### src/hdl/slwt_pkg.sv
// Package for the source liveness watch table.
// Types, sizes and register codes shared by the interfaces and all modules.
package slwt_pkg;

  // table size and derived widths
  localparam int ENTRIES = 16;
  localparam int CNT_W   = $clog2(ENTRIES + 1);

  // field widths
  localparam int KEY_W  = 64;
  localparam int TIME_W = 32;
  localparam int WIN_W  = 17;
  localparam int REC_W  = 5;
  localparam int CFG_W  = 32;

  // reset values of the configuration registers
  localparam logic [WIN_W-1:0]  FAIL_WINDOW_RST = WIN_W'(3600);
  localparam logic [TIME_W-1:0] MIN_VALID_RST   = TIME_W'(32'd1609459200);

  // request kinds
  localparam logic KIND_REPORT = 1'b0;
  localparam logic KIND_SCAN   = 1'b1;

  // result kinds
  localparam logic EV_DOWN    = 1'b0;
  localparam logic EV_SUMMARY = 1'b1;

  // configuration register indexes
  typedef enum logic {
    CFG_FAIL_WINDOW = 1'b0,
    CFG_MIN_VALID   = 1'b1
  } cfg_idx_t;

  // one table entry, held by one cell
  typedef struct packed {
    logic [KEY_W-1:0]  key;
    logic [TIME_W-1:0] last_success;
    logic [TIME_W-1:0] last_attempt;
    logic              alert;
  } entry_t;

  // request being worked on
  typedef struct packed {
    logic              kind;
    logic [KEY_W-1:0]  key;
    logic              ok;
    logic [TIME_W-1:0] now;
  } op_t;

  // status from the head evaluator to the control
  typedef struct packed {
    logic hit;      // report matched or entered this entry
    logic fresh;    // report entered a new entry
    logic emit;     // scan found this source newly down
    logic recover;  // scan cleared this source's flag
  } eval_st_t;

endpackage

### src/hdl/slwt_ifs.sv
// Channel interfaces of the source liveness watch table.
// Depends on slwt_pkg for field widths.
interface slwt_in_if;
  logic                         valid;
  logic                         ready;
  logic                         kind;
  logic [slwt_pkg::KEY_W-1:0]   source_key;
  logic                         success;
  logic [slwt_pkg::TIME_W-1:0]  now_seconds;
  modport source (output valid, kind, source_key, success, now_seconds, input ready);
  modport sink   (input valid, kind, source_key, success, now_seconds, output ready);
endinterface

interface slwt_out_if;
  logic                         valid;
  logic                         ready;
  logic                         event_res;
  logic [slwt_pkg::KEY_W-1:0]   down_key;
  logic [slwt_pkg::REC_W-1:0]   recovered_count;
  logic                         any_news;
  logic                         last;
  modport source (output valid, event_res, down_key, recovered_count, any_news, last,
                  input ready);
  modport sink   (input valid, event_res, down_key, recovered_count, any_news, last,
                  output ready);
endinterface

interface slwt_cfg_if;
  logic                         valid;
  logic                         ready;
  logic                         index;
  logic [slwt_pkg::CFG_W-1:0]   data;
  modport source (output valid, index, data, input ready);
  modport sink   (input valid, index, data, output ready);
endinterface

### src/hdl/slwt_cell.sv
// One storage cell of the rotating entry ring.
// Depends on slwt_pkg for the entry type.
module slwt_cell (
  input  logic             clk,
  input  logic             shift,
  input  slwt_pkg::entry_t ent_in,
  output slwt_pkg::entry_t ent_out
);
  import slwt_pkg::*;

  entry_t ent_r;
  entry_t ent_nxt;

  // take the neighbor's entry when the ring advances
  always_comb begin
    ent_nxt = shift ? ent_in : ent_r;
  end

  always_ff @(posedge clk) begin
    ent_r <= ent_nxt;
  end

  assign ent_out = ent_r;
endmodule

### src/hdl/slwt_eval.sv
// Head evaluator: updates the entry leaving the front of the ring.
// Depends on slwt_pkg for the entry, request and status types.
module slwt_eval (
  input  slwt_pkg::entry_t              ent_in,
  input  slwt_pkg::op_t                 op,
  input  logic [slwt_pkg::CNT_W-1:0]    step,
  input  logic [slwt_pkg::CNT_W-1:0]    used,
  input  logic                          hit_seen,
  input  logic [slwt_pkg::WIN_W-1:0]    fail_window,
  output slwt_pkg::entry_t              ent_out,
  output slwt_pkg::eval_st_t            st
);
  import slwt_pkg::*;

  logic               active;
  logic               match;
  logic               fresh;
  logic signed [TIME_W:0] since_try;
  logic signed [TIME_W:0] since_ok;
  logic signed [TIME_W:0] win;
  logic               recent;
  logic               down;

  // signed time differences, one bit wider than the time fields
  assign since_try = $signed({1'b0, op.now}) - $signed({1'b0, ent_in.last_attempt});
  assign since_ok  = $signed({1'b0, op.now}) - $signed({1'b0, ent_in.last_success});
  assign win       = $signed({{(TIME_W + 1 - WIN_W){1'b0}}, fail_window});
  assign recent    = since_try < win;
  assign down      = since_ok > win;

  assign active = step < used;
  assign match  = active && !hit_seen && (ent_in.key == op.key);
  assign fresh  = (step == used) && !hit_seen;

  always_comb begin
    ent_out    = ent_in;
    st         = '0;
    if (op.kind == KIND_REPORT) begin
      // report: update a known key, or enter a new one at the first free slot
      if (match) begin
        st.hit = 1'b1;
        ent_out.last_attempt = op.now;
        if (op.ok) begin
          ent_out.last_success = op.now;
          ent_out.alert        = 1'b0;
        end
      end else if (fresh) begin
        st.hit   = 1'b1;
        st.fresh = 1'b1;
        ent_out.key          = op.key;
        ent_out.last_success = op.now;
        ent_out.last_attempt = op.now;
        ent_out.alert        = 1'b0;
      end
    end else if (active) begin
      // scan: flag newly down sources, clear recovered ones
      if (down && recent && !ent_in.alert) begin
        st.emit       = 1'b1;
        ent_out.alert = 1'b1;
      end else if (!down && ent_in.alert) begin
        st.recover    = 1'b1;
        ent_out.alert = 1'b0;
      end
    end
  end
endmodule

### src/hdl/source_liveness_watch_table.sv
// Top level of the source liveness watch table: control, configuration and entry ring.
// Depends on slwt_pkg, slwt_ifs, slwt_cell and slwt_eval.
//
//   channel  dir  moves                                     handshake
//   in_ch    in   kind, source_key, success, now_seconds    valid/ready
//   out_ch   out  event_res, down_key, recovered_count,     valid/ready
//                 any_news, last
//   cfg_ch   in   index, data                               valid/ready
//
// Entries sit in a ring of ENTRIES cells that rotates one place a cycle during
// a request unless held; the front entry is checked and updated as it wraps to
// the back. A report walks the ring once; a scan also issues a summary and may
// be held by output stalls. An invalid-time request is taken and does nothing.
// Reset clears the fill count and control; entry contents are not reset.
// A scan holds the ring while a down result waits for the output register.
module source_liveness_watch_table (
  input  logic        clk,
  input  logic        rst_n,
  slwt_in_if.sink     in_ch,
  slwt_out_if.source  out_ch,
  slwt_cfg_if.sink    cfg_ch
);
  import slwt_pkg::*;

  typedef enum logic [2:0] {
    ST_IDLE = 3'b001,
    ST_WALK = 3'b010,
    ST_SUM  = 3'b100
  } state_t;

  state_t            state_r, state_nxt;
  op_t               op_r, op_nxt;
  logic [CNT_W-1:0]  step_r, step_nxt;
  logic [CNT_W-1:0]  used_r, used_nxt;
  logic              hit_r, hit_nxt;
  logic [REC_W-1:0]  nrec_r, nrec_nxt;
  logic              news_r, news_nxt;
  logic [WIN_W-1:0]  fail_window_r;
  logic [TIME_W-1:0] min_valid_r;

  logic              out_valid_r, out_valid_nxt;
  logic              out_ev_r, out_ev_nxt;
  logic [KEY_W-1:0]  out_key_r, out_key_nxt;
  logic [REC_W-1:0]  out_rec_r, out_rec_nxt;
  logic              out_news_r, out_news_nxt;
  logic              out_last_r, out_last_nxt;

  entry_t            ring [ENTRIES];
  entry_t            head_upd;
  eval_st_t          est;
  logic              shift;
  logic              out_free;
  logic              in_acc;
  logic              time_ok;

  // configuration writes, accepted at any time
  assign cfg_ch.ready = 1'b1;

  always_ff @(posedge clk) begin
    if (!rst_n) begin
      fail_window_r <= FAIL_WINDOW_RST;
      min_valid_r   <= MIN_VALID_RST;
    end else if (cfg_ch.valid) begin
      unique case (cfg_idx_t'(cfg_ch.index))
        CFG_FAIL_WINDOW: fail_window_r <= cfg_ch.data[WIN_W-1:0];
        CFG_MIN_VALID:   min_valid_r   <= cfg_ch.data[TIME_W-1:0];
        default: ;
      endcase
    end
  end

  // entry ring
  for (genvar k = 0; k < ENTRIES; k++) begin : g_ring
    if (k == ENTRIES - 1) begin : g_tail
      slwt_cell u_cell (.clk(clk), .shift(shift), .ent_in(head_upd), .ent_out(ring[k]));
    end else begin : g_mid
      slwt_cell u_cell (.clk(clk), .shift(shift), .ent_in(ring[k+1]), .ent_out(ring[k]));
    end
  end

  slwt_eval u_eval (
    .ent_in      (ring[0]),
    .op          (op_r),
    .step        (step_r),
    .used        (used_r),
    .hit_seen    (hit_r),
    .fail_window (fail_window_r),
    .ent_out     (head_upd),
    .st          (est)
  );

  assign in_ch.ready = (state_r == ST_IDLE);
  assign in_acc      = in_ch.valid && in_ch.ready;
  assign time_ok     = in_ch.now_seconds > min_valid_r;
  assign out_free    = !out_valid_r || out_ch.ready;
  assign shift       = (state_r == ST_WALK) && (!est.emit || out_free);

  // sequencer and output register
  always_comb begin
    state_nxt     = state_r;
    op_nxt        = op_r;
    step_nxt      = step_r;
    used_nxt      = used_r;
    hit_nxt       = hit_r;
    nrec_nxt      = nrec_r;
    news_nxt      = news_r;
    out_valid_nxt = out_valid_r && !out_ch.ready;
    out_ev_nxt    = out_ev_r;
    out_key_nxt   = out_key_r;
    out_rec_nxt   = out_rec_r;
    out_news_nxt  = out_news_r;
    out_last_nxt  = out_last_r;
    unique case (state_r)
      ST_IDLE: begin
        if (in_acc && time_ok) begin
          op_nxt.kind = in_ch.kind;
          op_nxt.key  = in_ch.source_key;
          op_nxt.ok   = in_ch.success;
          op_nxt.now  = in_ch.now_seconds;
          step_nxt    = '0;
          hit_nxt     = 1'b0;
          nrec_nxt    = '0;
          news_nxt    = 1'b0;
          state_nxt   = ST_WALK;
        end
      end
      ST_WALK: begin
        if (shift) begin
          if (est.hit) hit_nxt = 1'b1;
          if (est.fresh) used_nxt = used_r + CNT_W'(1);
          if (est.recover) begin
            nrec_nxt = nrec_r + REC_W'(1);
            news_nxt = 1'b1;
          end
          if (est.emit) begin
            news_nxt      = 1'b1;
            out_valid_nxt = 1'b1;
            out_ev_nxt    = EV_DOWN;
            out_key_nxt   = ring[0].key;
            out_rec_nxt   = '0;
            out_news_nxt  = 1'b0;
            out_last_nxt  = 1'b0;
          end
          step_nxt = step_r + CNT_W'(1);
          if (step_r == CNT_W'(ENTRIES - 1)) begin
            state_nxt = (op_r.kind == KIND_SCAN) ? ST_SUM : ST_IDLE;
          end
        end
      end
      ST_SUM: begin
        if (out_free) begin
          out_valid_nxt = 1'b1;
          out_ev_nxt    = EV_SUMMARY;
          out_key_nxt   = '0;
          out_rec_nxt   = nrec_r;
          out_news_nxt  = news_r;
          out_last_nxt  = 1'b1;
          state_nxt     = ST_IDLE;
        end
      end
      default: state_nxt = ST_IDLE;
    endcase
  end

  always_ff @(posedge clk) begin
    if (!rst_n) begin
      state_r     <= ST_IDLE;
      used_r      <= '0;
      out_valid_r <= 1'b0;
    end else begin
      state_r     <= state_nxt;
      used_r      <= used_nxt;
      out_valid_r <= out_valid_nxt;
    end
  end

  always_ff @(posedge clk) begin
    op_r       <= op_nxt;
    step_r     <= step_nxt;
    hit_r      <= hit_nxt;
    nrec_r     <= nrec_nxt;
    news_r     <= news_nxt;
    out_ev_r   <= out_ev_nxt;
    out_key_r  <= out_key_nxt;
    out_rec_r  <= out_rec_nxt;
    out_news_r <= out_news_nxt;
    out_last_r <= out_last_nxt;
  end

  assign out_ch.valid           = out_valid_r;
  assign out_ch.event_res       = out_ev_r;
  assign out_ch.down_key        = out_key_r;
  assign out_ch.recovered_count = out_rec_r;
  assign out_ch.any_news        = out_news_r;
  assign out_ch.last            = out_last_r;

  // fill count never passes the table size
  a_used_bound: assert property (@(posedge clk) disable iff (!rst_n)
    used_r <= CNT_W'(ENTRIES))
    else $error("fill count above table size");

  // fill count never shrinks
  a_used_mono: assert property (@(posedge clk) disable iff (!rst_n)
    1'b1 |=> used_r >= $past(used_r))
    else $error("fill count decreased");

  // summary leaves as the final result of a scan
  a_sum_out: assert property (@(posedge clk) disable iff (!rst_n)
    (state_r == ST_SUM) && out_free |=> out_ch.valid && out_ch.last &&
      (out_ch.event_res == EV_SUMMARY) && (state_r == ST_IDLE))
    else $error("summary not issued");

  // a down result never carries the last mark
  a_down_not_last: assert property (@(posedge clk) disable iff (!rst_n)
    out_ch.valid && (out_ch.event_res == EV_DOWN) |-> !out_ch.last)
    else $error("down result marked last");
endmodule

### src/flat_wrapper.sv
// flat-port wrapper written by rule: the top's interface ports become plain ports
module source_liveness_watch_table_flat import slwt_pkg::*;
  (clk, rst_n, in_ch_valid, in_ch_kind, in_ch_source_key, in_ch_success, in_ch_now_seconds, in_ch_ready, out_ch_valid, out_ch_event_res, out_ch_down_key, out_ch_recovered_count, out_ch_any_news, out_ch_last, out_ch_ready, cfg_ch_valid, cfg_ch_index, cfg_ch_data, cfg_ch_ready);
  slwt_in_if in_ch_i ();
  slwt_out_if out_ch_i ();
  slwt_cfg_if cfg_ch_i ();
  input  logic clk;
  input  logic rst_n;
  input wire logic [$bits(in_ch_i.valid)-1:0] in_ch_valid;
  input wire logic [$bits(in_ch_i.kind)-1:0] in_ch_kind;
  input wire logic [$bits(in_ch_i.source_key)-1:0] in_ch_source_key;
  input wire logic [$bits(in_ch_i.success)-1:0] in_ch_success;
  input wire logic [$bits(in_ch_i.now_seconds)-1:0] in_ch_now_seconds;
  output wire logic [$bits(in_ch_i.ready)-1:0] in_ch_ready;
  output wire logic [$bits(out_ch_i.valid)-1:0] out_ch_valid;
  output wire logic [$bits(out_ch_i.event_res)-1:0] out_ch_event_res;
  output wire logic [$bits(out_ch_i.down_key)-1:0] out_ch_down_key;
  output wire logic [$bits(out_ch_i.recovered_count)-1:0] out_ch_recovered_count;
  output wire logic [$bits(out_ch_i.any_news)-1:0] out_ch_any_news;
  output wire logic [$bits(out_ch_i.last)-1:0] out_ch_last;
  input wire logic [$bits(out_ch_i.ready)-1:0] out_ch_ready;
  input wire logic [$bits(cfg_ch_i.valid)-1:0] cfg_ch_valid;
  input wire logic [$bits(cfg_ch_i.index)-1:0] cfg_ch_index;
  input wire logic [$bits(cfg_ch_i.data)-1:0] cfg_ch_data;
  output wire logic [$bits(cfg_ch_i.ready)-1:0] cfg_ch_ready;
  assign in_ch_i.valid = in_ch_valid;
  assign in_ch_i.kind = in_ch_kind;
  assign in_ch_i.source_key = in_ch_source_key;
  assign in_ch_i.success = in_ch_success;
  assign in_ch_i.now_seconds = in_ch_now_seconds;
  assign in_ch_ready = in_ch_i.ready;
  assign out_ch_valid = out_ch_i.valid;
  assign out_ch_event_res = out_ch_i.event_res;
  assign out_ch_down_key = out_ch_i.down_key;
  assign out_ch_recovered_count = out_ch_i.recovered_count;
  assign out_ch_any_news = out_ch_i.any_news;
  assign out_ch_last = out_ch_i.last;
  assign out_ch_i.ready = out_ch_ready;
  assign cfg_ch_i.valid = cfg_ch_valid;
  assign cfg_ch_i.index = cfg_ch_index;
  assign cfg_ch_i.data = cfg_ch_data;
  assign cfg_ch_ready = cfg_ch_i.ready;
  source_liveness_watch_table u_core (.clk(clk), .rst_n(rst_n), .in_ch(in_ch_i), .out_ch(out_ch_i), .cfg_ch(cfg_ch_i));
endmodule
### config.mk
export PLATFORM = sky130hd
export DESIGN_NAME = source_liveness_watch_table_flat
export DESIGN_NICKNAME = d
export VERILOG_FILES = /design/src/hdl/slwt_pkg.sv /design/src/hdl/slwt_ifs.sv /design/src/hdl/slwt_cell.sv /design/src/hdl/slwt_eval.sv /design/src/hdl/source_liveness_watch_table.sv /design/src/flat_wrapper.sv
export SDC_FILE = /design/constraint.sdc
export NUM_CORES = 2
export LEC_CHECK = 0
export ABC_CLOCK_PERIOD_IN_PS = 113800
export CELL_PAD_IN_SITES_DETAIL_PLACEMENT = 0
export CELL_PAD_IN_SITES_GLOBAL_PLACEMENT = 1
export CORE_MARGIN = 1
export CORE_UTILIZATION = 25
export CTS_BUF_LIST = sky130_fd_sc_hd__clkbuf_16
export CTS_CLUSTER_DIAMETER = 120
export CTS_CLUSTER_SIZE = 40
export DETAILED_ROUTE_END_ITERATION = 6
export DONT_BUFFER_PORTS = 1
export PLACE_DENSITY = 0.44
export RECOVER_POWER = 100
export SYNTH_ARGS = -nofsm -noshare
export SYNTH_HDL_FRONTEND = slang
export SYNTH_SLANG_ARGS = --single-unit
### constraint.sdc
create_clock -name clk -period 113.8 [get_ports clk]
set_clock_uncertainty 0.05 [all_clocks]
set_input_delay 5.69 -clock clk [delete_from_list [all_inputs] [get_ports clk]]
set_output_delay 5.69 -clock clk [all_outputs]
set_load 0.02 [all_outputs]
==> run summary <==
Peak supply drop = 0.0000113 V
I/O Buffers = 0
Setup CP Type = flop to flop
WL/cell = 18.4 µm
CP Data Arrival Time = 28.09 ns
Global-route wire length before repair = 214 mm
Final period utilization = 24.5%
Std cell rows = 204
Syn avg cell area = 20.6 µm²
Post-DP HPWL = 93.5 mm
Total gr overflow = 0
Yosys warns = 0
Max Root-Sink Buffers = 3
Clock Latency Late Sink = 0.77 ns
Tot GR Track Use = 9.11%
Cell-internal power = 0.00107 W
Synth unique cells = 92
Clock slew at reported path FFs = 0.14 ns
Final Hold Vio Count = 0
Final Setup Violations = 0
Ys flop type = edfxtp_1
CP delay by family, top = buffers and inverters
Initial Utilization = 25.2%
Startpoint types = flop
Layout cells sized above 1 = 4.92%
Violated checks = max-capacitance violations, max-slew violations
Post-route insts no fill = 8006
Root Buffer = clkbuf_16
Critical Path End Type = flop
R2r worst-path depth = 24
FF/Latch Area = 68600 µm²
Fmax = 35.9 MHz
Switch share = 20.9%
Ys async rst share = 0%
Slowest stage cell, crit path = clkbuf_1
Final instance area = 85600 µm²
Sequential fraction of design power = 68.8%
Initial antenna violation count = 24
Via Count = 31600
Crit-path max cell delay = 7.19 ns
Status = finished with violations
Share of the yosys chip area belonging to registers = 87.8%
Die span in x = 561 µm
Mapped Cells = 3792
Post-synth EDFFs = 2245
Multi-input gate area = 8690 µm²
Crit-path cells = inv_1, ha_1, fa_1, nor2b_1, o211ai_1, a211oi_1, or2_0, a21oi_1, xnor2_1, ha_1, nand4_1, nor4_1, and4_1, a21oi_1, nor3_1, o311ai_0, nor4_1, a41o_1, nor3_1, a21oi_1, clkbuf_1, clkbuf_1, clkbuf_1, clkbuf_1
Post-synth net total = 4068
Total core area = 310000 µm²
Power per cell area = 15.8 nW/µm²
GP Congestion = 0.841
Max FO, Critical Path = 199
Largest net degree at the start of global routing = 221
Req. time, crit path = 114.00 ns
Most frequent CP cell = clkbuf_1
Number of global-route vias before repair = 31000
Crit path time final = 27.89 ns
Hold Buf Count CTS = 0
Slew @ Worst Pin = 11.18 ns
CTS buffer count = 75
Worst path depth = 24
DR pass1 iterations = 5
Die H = 561 µm
Unrepaired setup endpoints after global routing = false
Worst path bufs/invs = 5
H-Tree Depth = 3
Die area = 315000 µm²
Lkg Pwr = 26.1 nW
WHS Path Cells = 0
Psw = 0.000283 W
Syn Std Cell Area = 78100 µm²
Worst min path class = flop to flop
Final nets = 4111
CTS tree = built
ANT nets after route = 0
Layout area overhead = 9.53%
Post-CTS Setup Inserts = 0
Post-DP Area = 83400 µm²
Detailed Route Iter0 Violations = 2982
Clock power frac = 28.6%
Placed insts = 7878
Slew HR = -645%
Top Ports = 211
Post-Route WL = 147 mm
Post-route DRC = 0
Final setup TNS = 0 ns
Via/cell ratio = 3.94
CTS sink cnt = 2303
Max cap viols = 30
CTS resizes = 0
Comb power frac = 2.5%
Post-synthesis register bit count = 2303
Max-slew violations = 2569
FILL cells = 30800
[state kept, by name, summed over array words and instances (netlist names)]
| register | cells |
|---|---|
| u_core.fail_window_r | 17 |
| u_core.used_r | 5 |
| u_core.state_r | 3 |
| u_core.step_r | 5 |
| u_core.out_ch.event_res | 1 |
| u_core.hit_r | 1 |
| u_core.nrec_r | 5 |
| u_core.g_ring.g_tail.u_cell.ent_out | 129 |
| u_core.out_ch.any_news | 1 |
| u_core.min_valid_r | 32 |
| u_core.out_ch.down_key | 64 |
| u_core.g_ring.g_mid.u_cell.ent_out | 1935 |
| u_core.news_r | 1 |
| u_core.out_ch.valid | 1 |
| u_core.out_ch.recovered_count | 5 |
| u_core.op_r | 98 |
[cell usage in the layout, fill, tap and decap left out, drive strengths merged, types with 13 or more instances in the layout]
cell,count
mux2,52
nand2,227
inv,183
o211ai,28
edfxtp,2245
a21o,35
clkbuf,108
a21oi,118
dfxtp,58
xor2,46
nor3,18
nand4,30
nand3,32
clkinv,16
o21a,17
and3,14
a31oi,13
nor4,19
o21ai,120
xnor2,56
nor2b,61
ha,138
nor2,89
[final cells by class]
class                           count  area share, %
Clock inverter                     45          0.585
Inverter                          155          0.680
Sequential cell                  2303           80.1
Timing Repair Buffer               35          0.171
Antenna cell                        6         0.0175
Multi-Input combinational cell   1265           10.1
Tap cell                         4120           6.02
Clock buffer                       77           2.25
[power by group through the flow]
stage / clock network [W] / registers, W / logic (W)
finish: 0.000388 / 0.000932 / 0.0000341
detailed placement: 0 / 0.000950 / 0.0000350
CTS: 0.000416 / 0.000931 / 0.0000351
global placement: 0 / 0.000950 / 0.0000351
floorplan: 0 / 0.000971 / 0.0000238
global route: 0.000436 / 0.000933 / 0.0000379
[synthesized netlist by cell type, drive strengths merged (4+ instances only)]
| library cell | number | area, µm² |
|---|---|---|
| a221oi | 6 | 52.6 |
| xor2 | 46 | 403 |
| nand4 | 30 | 188 |
| a21oi | 118 | 609 |
| nor4 | 19 | 144 |
| or2 | 6 | 37.5 |
| o21ai | 120 | 601 |
| a2111oi | 6 | 65.1 |
| and3 | 14 | 87.6 |
| a31oi | 13 | 103 |
| nand2 | 227 | 852 |
| nand3 | 32 | 160 |
| o31a | 4 | 35.0 |
| edfxtp | 2245 | 67400 |
| or3 | 7 | 43.8 |
| dfxtp | 58 | 1160 |
| mux2i | 5 | 50.1 |
| mux2 | 52 | 586 |
| o2bb2ai | 5 | 43.8 |
| a21o | 35 | 263 |
| o21bai | 4 | 30.0 |
| nor2b | 61 | 382 |
| ha | 138 | 1730 |
| nand2b | 8 | 50.1 |
| a21boi | 9 | 67.6 |
| o211ai | 28 | 215 |
| o221ai | 6 | 71.3 |
| o21a | 17 | 129 |
| inv | 154 | 578 |
| o2111ai | 5 | 50.0 |
| a211oi | 11 | 82.6 |
| xnor2 | 56 | 490 |
| nor3 | 18 | 105 |
| buf | 16 | 86.3 |
| and4 | 7 | 61.3 |
| and2 | 11 | 71.3 |
| clkbuf | 53 | 199 |
| nor2 | 89 | 337 |
| o22ai | 5 | 31.3 |
[worst paths after layout]
check / slack (ns) / from / end
worst max-delay path: 85.91 / u_core.op_r[0]$_DFFE_PP_ / u_core.g_ring[9].g_mid.u_cell.ent_out[107]$_DFFE_PN_
worst min register to register: 0.32 / u_core.g_ring[8].g_mid.u_cell.ent_out[3]$_DFFE_PN_ / u_core.g_ring[7].g_mid.u_cell.ent_out[3]$_DFFE_PN_
worst max register to register: 85.91 / u_core.op_r[0]$_DFFE_PP_ / u_core.g_ring[9].g_mid.u_cell.ent_out[107]$_DFFE_PN_
worst min-delay path: 0.32 / u_core.g_ring[8].g_mid.u_cell.ent_out[3]$_DFFE_PN_ / u_core.g_ring[7].g_mid.u_cell.ent_out[3]$_DFFE_PN_
[cell families (layout without fill, tap and decap cells)]
| logic type | count (synthesis) | count (layout) | synth area share (%) |
|---|---|---|---|
| multiplexers | 57 | 57 | 0.813 |
| AO/OA/AOI/OAI | 420 | 420 | 3.52 |
| XOR/XNOR | 102 | 102 | 1.14 |
| adder cells (fa/ha/maj) | 140 | 140 | 2.26 |
| AND/OR/NAND/NOR | 545 | 545 | 3.39 |
| flip-flops | 2303 | 2303 | 87.8 |
| buffers and inverters | 224 | 312 | 1.11 |
| other | 1 | 7 | 0.00480 |
[layer usage]
| metal | track usage, % | share of wire, % | up-vias | wire, µm |
|---|---|---|---|---|
| met5 | 0 | 0.066 | - | 97 |
| met4 | 3.22 | 3.3 | 14 | 4800 |
| met3 | 1.71 | 3.9 | 160 | 5670 |
| met2 | 14.3 | 46 | 445 | 67200 |
| met1 | 12.6 | 47 | 16400 | 69300 |
| li1 | - | - | 14600 | - |
[per-stage QoR]
step / hold slack (ns) / util, % / setup slack, ns / total power (W)
after floorplan: 0.350 / - / 4.06 / 0.000995
after global placement: 0.350 / 26.9 / 103.02 / 0.000985
after detailed placement: 0.355 / 26.9 / 102.84 / 0.000985
after CTS: 0.313 / 27.7 / 103.26 / 0.00138
after global routing: 0.311 / 27.6 / 82.79 / 0.00141
final: 0.317 / 27.6 / 85.91 / 0.00135
(Power assumes the default switching activity.)
